--- config.mk ---
export PLATFORM = sky130hd
export DESIGN_NAME = bda_cordic_stage
export DESIGN_NICKNAME = d
export VERILOG_FILES = /design/src/hw/rtl/bda_pkg.sv /design/src/hw/rtl/bda_cordic_stage.sv
export SDC_FILE = /design/constraint.sdc
export NUM_CORES = 1
export LEC_CHECK = 0
export BUFFER_PORTS_ARGS = -buffer_cell sky130_fd_sc_hd__buf_2
export CAP_MARGIN = 40
export CORE_ASPECT_RATIO = 0.75
export CORE_MARGIN = 5
export CORE_UTILIZATION = 50
export DETAILED_ROUTE_END_ITERATION = 8
export GPL_TIMING_DRIVEN = 0
export PLACE_DENSITY = 0.8
export SYNTH_ARGS = -nofsm -noshare
export SYNTH_HDL_FRONTEND = slang
export SYNTH_SLANG_ARGS = --single-unit
--- constraint.sdc ---
create_clock -name clk -period 7.4 [get_ports clk]
set_input_delay 0 -clock clk [delete_from_list [all_inputs] [get_ports clk]]
set_output_delay 0 -clock clk [all_outputs]
set_load 0.02 [all_outputs]
--- src/hw/rtl/bda_pkg.sv ---
// Shared types and constants for the box direction angle pipeline.
// Holds the arctangent table in degrees and the stage control struct.
// No dependencies.
package bda_pkg;

  // Angle accumulator: degrees with 16 fraction bits, signed
  localparam int ANGLE_FRAC = 16;
  localparam int ANGLE_W    = 26;
  localparam int DEG_W      = 9;
  localparam int DEG_MAX    = 180;
  localparam int DEG_ZERO   = 90;
  localparam int TABLE_LEN  = 24;

  // atan(2^-i) in degrees, Q16, rounded to nearest
  localparam int ATAN_DEG_Q16 [TABLE_LEN] = '{
    2949120, 1740967, 919879, 466945, 234379, 117304, 58666, 29335,
    14668, 7334, 3667, 1833, 917, 458, 229, 115,
    57, 29, 14, 7, 4, 2, 1, 0
  };

  // Control that travels with each item down the pipeline
  typedef struct packed {
    logic valid;
    logic zero;
  } ctl_t;

endpackage

--- src/hw/rtl/bda_cordic_stage.sv ---
// One registered CORDIC vectoring iteration with a fixed shift.
// Depends on bda_pkg for the arctangent table and the control struct.
// Drives y toward zero and accumulates the turned angle in z.
module bda_cordic_stage #(
  parameter int XW    = 41,
  parameter int SHIFT = 0
) (
  input  logic                                   clk,
  input  logic                                   rst_n,
  input  bda_pkg::ctl_t                          ctl_in,
  input  logic signed [XW-1:0]                   x_in,
  input  logic signed [XW-1:0]                   y_in,
  input  logic signed [bda_pkg::ANGLE_W-1:0]     z_in,
  output bda_pkg::ctl_t                          ctl_out,
  output logic signed [XW-1:0]                   x_out,
  output logic signed [XW-1:0]                   y_out,
  output logic signed [bda_pkg::ANGLE_W-1:0]     z_out
);

  localparam logic signed [bda_pkg::ANGLE_W-1:0] ATAN_STEP =
    bda_pkg::ANGLE_W'(bda_pkg::ATAN_DEG_Q16[SHIFT]);

  logic signed [XW-1:0]               xs, ys;
  logic signed [XW-1:0]               x_nxt, y_nxt;
  logic signed [bda_pkg::ANGLE_W-1:0] z_nxt;
  logic signed [XW-1:0]               x_r, y_r;
  logic signed [bda_pkg::ANGLE_W-1:0] z_r;
  bda_pkg::ctl_t                      ctl_r;

  // Arithmetic shift floors, as the iteration requires
  assign xs = x_in >>> SHIFT;
  assign ys = y_in >>> SHIFT;

  always_comb begin
    if (!y_in[XW-1]) begin
      x_nxt = x_in + ys;
      y_nxt = y_in - xs;
      z_nxt = z_in + ATAN_STEP;
    end else begin
      x_nxt = x_in - ys;
      y_nxt = y_in + xs;
      z_nxt = z_in - ATAN_STEP;
    end
  end

  always_ff @(posedge clk) begin
    if (!rst_n) begin
      ctl_r <= '0;
    end else begin
      ctl_r <= ctl_in;
    end
  end

  always_ff @(posedge clk) begin
    x_r <= x_nxt;
    y_r <= y_nxt;
    z_r <= z_nxt;
  end

  assign ctl_out = ctl_r;
  assign x_out   = x_r;
  assign y_out   = y_r;
  assign z_out   = z_r;

endmodule

==> impl_metrics.yaml <==
place:
  io_buffers: 221
  place_inst: 1784
  post-place-ws_ps: 3990
  place_congestion: 1.01
  place.detailed.hpwl_um: 32800
worst_hold_path:
  hp-class: "input port to register"
  whs_path_depth: 4
synthesis:
  synthArstFlopShare_pct: 0
  netlist_area_um2: 10000
  synth_ff_type: "dfxtp_1"
  synthCells: 1306
  synth-seq-cells: 109
  yosysSeqAreaShare_pct: 21.7
  avgSynthCellArea_um2: 7.69
  ys_warn_count: 0
  synthDistinctLibCells: 84
  synth_edf_count: 0
  synth_fp_nets: 1550
timing:
  timing.final.ws_setup_ps: 3790
  max_freq_mhz: 277
  finalHoldViolations: 0
  setup_tns_ps: 0
  fin_crit_sh_pct: 48.8
  slew_headroom_pct: 36.5
  grt_setup_unrepaired: "false"
  worst_slew_pin_slew_ps: 947
  setup_viol: 0
  fin_crit_ps: 3610
  maxSlewViolCount: 0
grt:
  grt_overflow: 0
  gr-usage-met2_pct: 50.5
  use_met3_pct: 9.38
  grt_pass1_vias: 10600
  grt_pass1_wl_um: 62800
  grt_max_degree: 24
  grt_usage_pct: 34.3
  met1_usage_pct: 50.7
  busiest_layer: "met1"
  antenna_found_initial: 3
flow_run:
  drv_cap: 0
cts:
  numCtsBuffers: 9
  cts_buffer_depth: 2
  clk_pin_slew_ps: 90
  root_buffer: "clkbuf_16"
  cts_tree: "built"
  cts_max_level: 3
  clock_sinks: 109
layout:
  area_growth_pct: 20.8
  drive_gt1_share_pct: 19.3
  num-nets-final: 1815
  regArea_um2: 2180
  fin_cells: 1829
  final_common_cell: "buf_2"
  fill_cells: 1788
  multi_input_area_um2: 7110
  final_cell_mix: "246 x buf_2, 172 x a21oi_1, 128 x ha_1"
  diodes: 0
floorplan:
  die_y_um: 133
  initial_core_util_pct: 51.4
  die-width_um: 174
  ios: 222
  die_area_um2: 23100
  core_um2: 19500
  rows: 44
drt:
  vias_per_cell: 6.12
  wirelength_um: 40900
  first_pass_iters: 7
  first_iter_violations: 1399
  antenna_left: 0
  vias: 11200
  wire_per_inst_um: 22.4
  drc: 0
power:
  vdd_drop_max_mv: 0.104
  powerDensity_nw_per_um2: 197
  p_leak_nw: 5.81
  power_mw: 2.39
critical_path:
  cp.required_ps: 7700
  startpoint_type: "input port"
  endpoint: "y_out[40]"
  endpoint_kind: "register"
  arrival_ps: 3910
  crit_fanout: 4
  path_class: "input port to register"
  startpoint: "y_in[0]"
run_status:
  outcome: "complete, no violations"
## synthesized netlist by cell type (5+ instances only)
cell type / number / area, µm²
a211o_1: 5 / 43.8
a211oi_1: 15 / 113
a21boi_0: 6 / 45.0
a21o_1: 31 / 233
a21oi_1: 172 / 861
and2_1: 7 / 43.8
and3_1: 7 / 43.8
buf_1: 7 / 26.3
buf_2: 25 / 125
clkbuf_1: 23 / 86.3
dfxtp_1: 109 / 2180
ha_1: 128 / 1600
inv_1: 124 / 465
inv_2: 5 / 18.8
mux2i_1: 22 / 220
nand2_1: 81 / 304
nand2b_1: 15 / 93.8
nand3_1: 14 / 70.1
nand4_1: 25 / 156
nor2_1: 92 / 345
nor2b_1: 19 / 119
nor3_1: 18 / 90.1
nor4_1: 12 / 75.1
o21a_1: 12 / 90.1
o21ai_0: 88 / 440
o21ai_1: 8 / 40.0
o21bai_1: 27 / 203
o221ai_1: 6 / 52.6
o31ai_1: 10 / 75.1
or2_2: 5 / 31.3
or3_1: 9 / 56.3
or4_1: 5 / 37.5
xnor2_1: 67 / 587
xor2_1: 20 / 175
## how the worst min path moves through the flow
stage / slack [ps] / startpoint / end
global placement: 100 / z_in[2] / z_out[2]
floorplan: 30 / z_in[0] / z_out[0]
CTS: 0.5 / z_in[24] / z_out[24]
detailed placement: 100 / z_in[9] / z_out[9]
finish: 10 / x_in[0] / y_out[0]
global route: 40 / z_in[17] / z_out[17]
## logic make-up (layout without fill, tap and decap cells)
family                   Yosys count  count (layout)  share of synthesized area [%]
multiplexers                      22              22                           2.19
XOR/XNOR                          87              87                           7.58
adder cells (fa/ha/maj)          132             132                           16.7
AND/OR/NAND/NOR                  321             321                           15.6
AO/OA/AOI/OAI                    447             447                           28.7
flip-flops                       109             109                           21.7
buffers and inverters            188             458                           7.55
## sequential cells by signal (all words and copies together), names as in the netlist
| name | flops |
|---|---|
| x_out | 40 |
| y_out | 41 |
| z_out | 26 |
| ctl_out | 2 |
## layer usage
layer / share of wire, % / wire, µm / vias up
met2: 41 / 16700 / 798
met3: 13 / 5370 / 72
li1: - / - / 5114
met1: 44 / 18100 / 5209
met4: 1.7 / 675 / 4
met5: 0.066 / 27 / -
## report_power, final
group / total (mW) / switching (mW) / internal (mW)
Sequential: 0.742 / 0.0318 / 0.710
Clock: 0.533 / 0.284 / 0.249
Combinational: 1.11 / 0.732 / 0.382
Total: 2.39 / 1.05 / 1.34
## critical path, stage by stage
cell	delay, ps
dlygate4sd3_1	550
buf_2	140
inv_1	50
ha_1	220
fa_1	450
inv_1	80
a21oi_1	60
o21bai_1	270
a211oi_1	280
o21a_1	340
o41ai_1	820
a2111o_1	270
o41a_1	210
xnor2_1	150
## layout make-up
class                   count  area share (%)
plain buffers              58            2.21
inverters                 130            4.04
repair buffers            254            12.0
well taps                 253            2.61
flip-flops and latches    109            18.0
multi-input cells        1009            58.6
clock buffers               9            1.86
clock inverters             7           0.794
## timing repair
item,4_1_cts,5_1_grt
hold buffers,28,0
setup buffers,0,0
gates resized for setup,0,0
hold endpoints to repair,27,0
## through the flow
stage	util, %	hold WS [ps]	cell area (µm²)
after floorplan	-	27.7	10000
after global placement	58.7	102	11500
after detailed placement	59.0	104	11500
after CTS	62.0	0.510	12100
after global routing	62.1	41.7	12100
final	62.1	13.8	12100
Power figures use the tool's default switching activity.
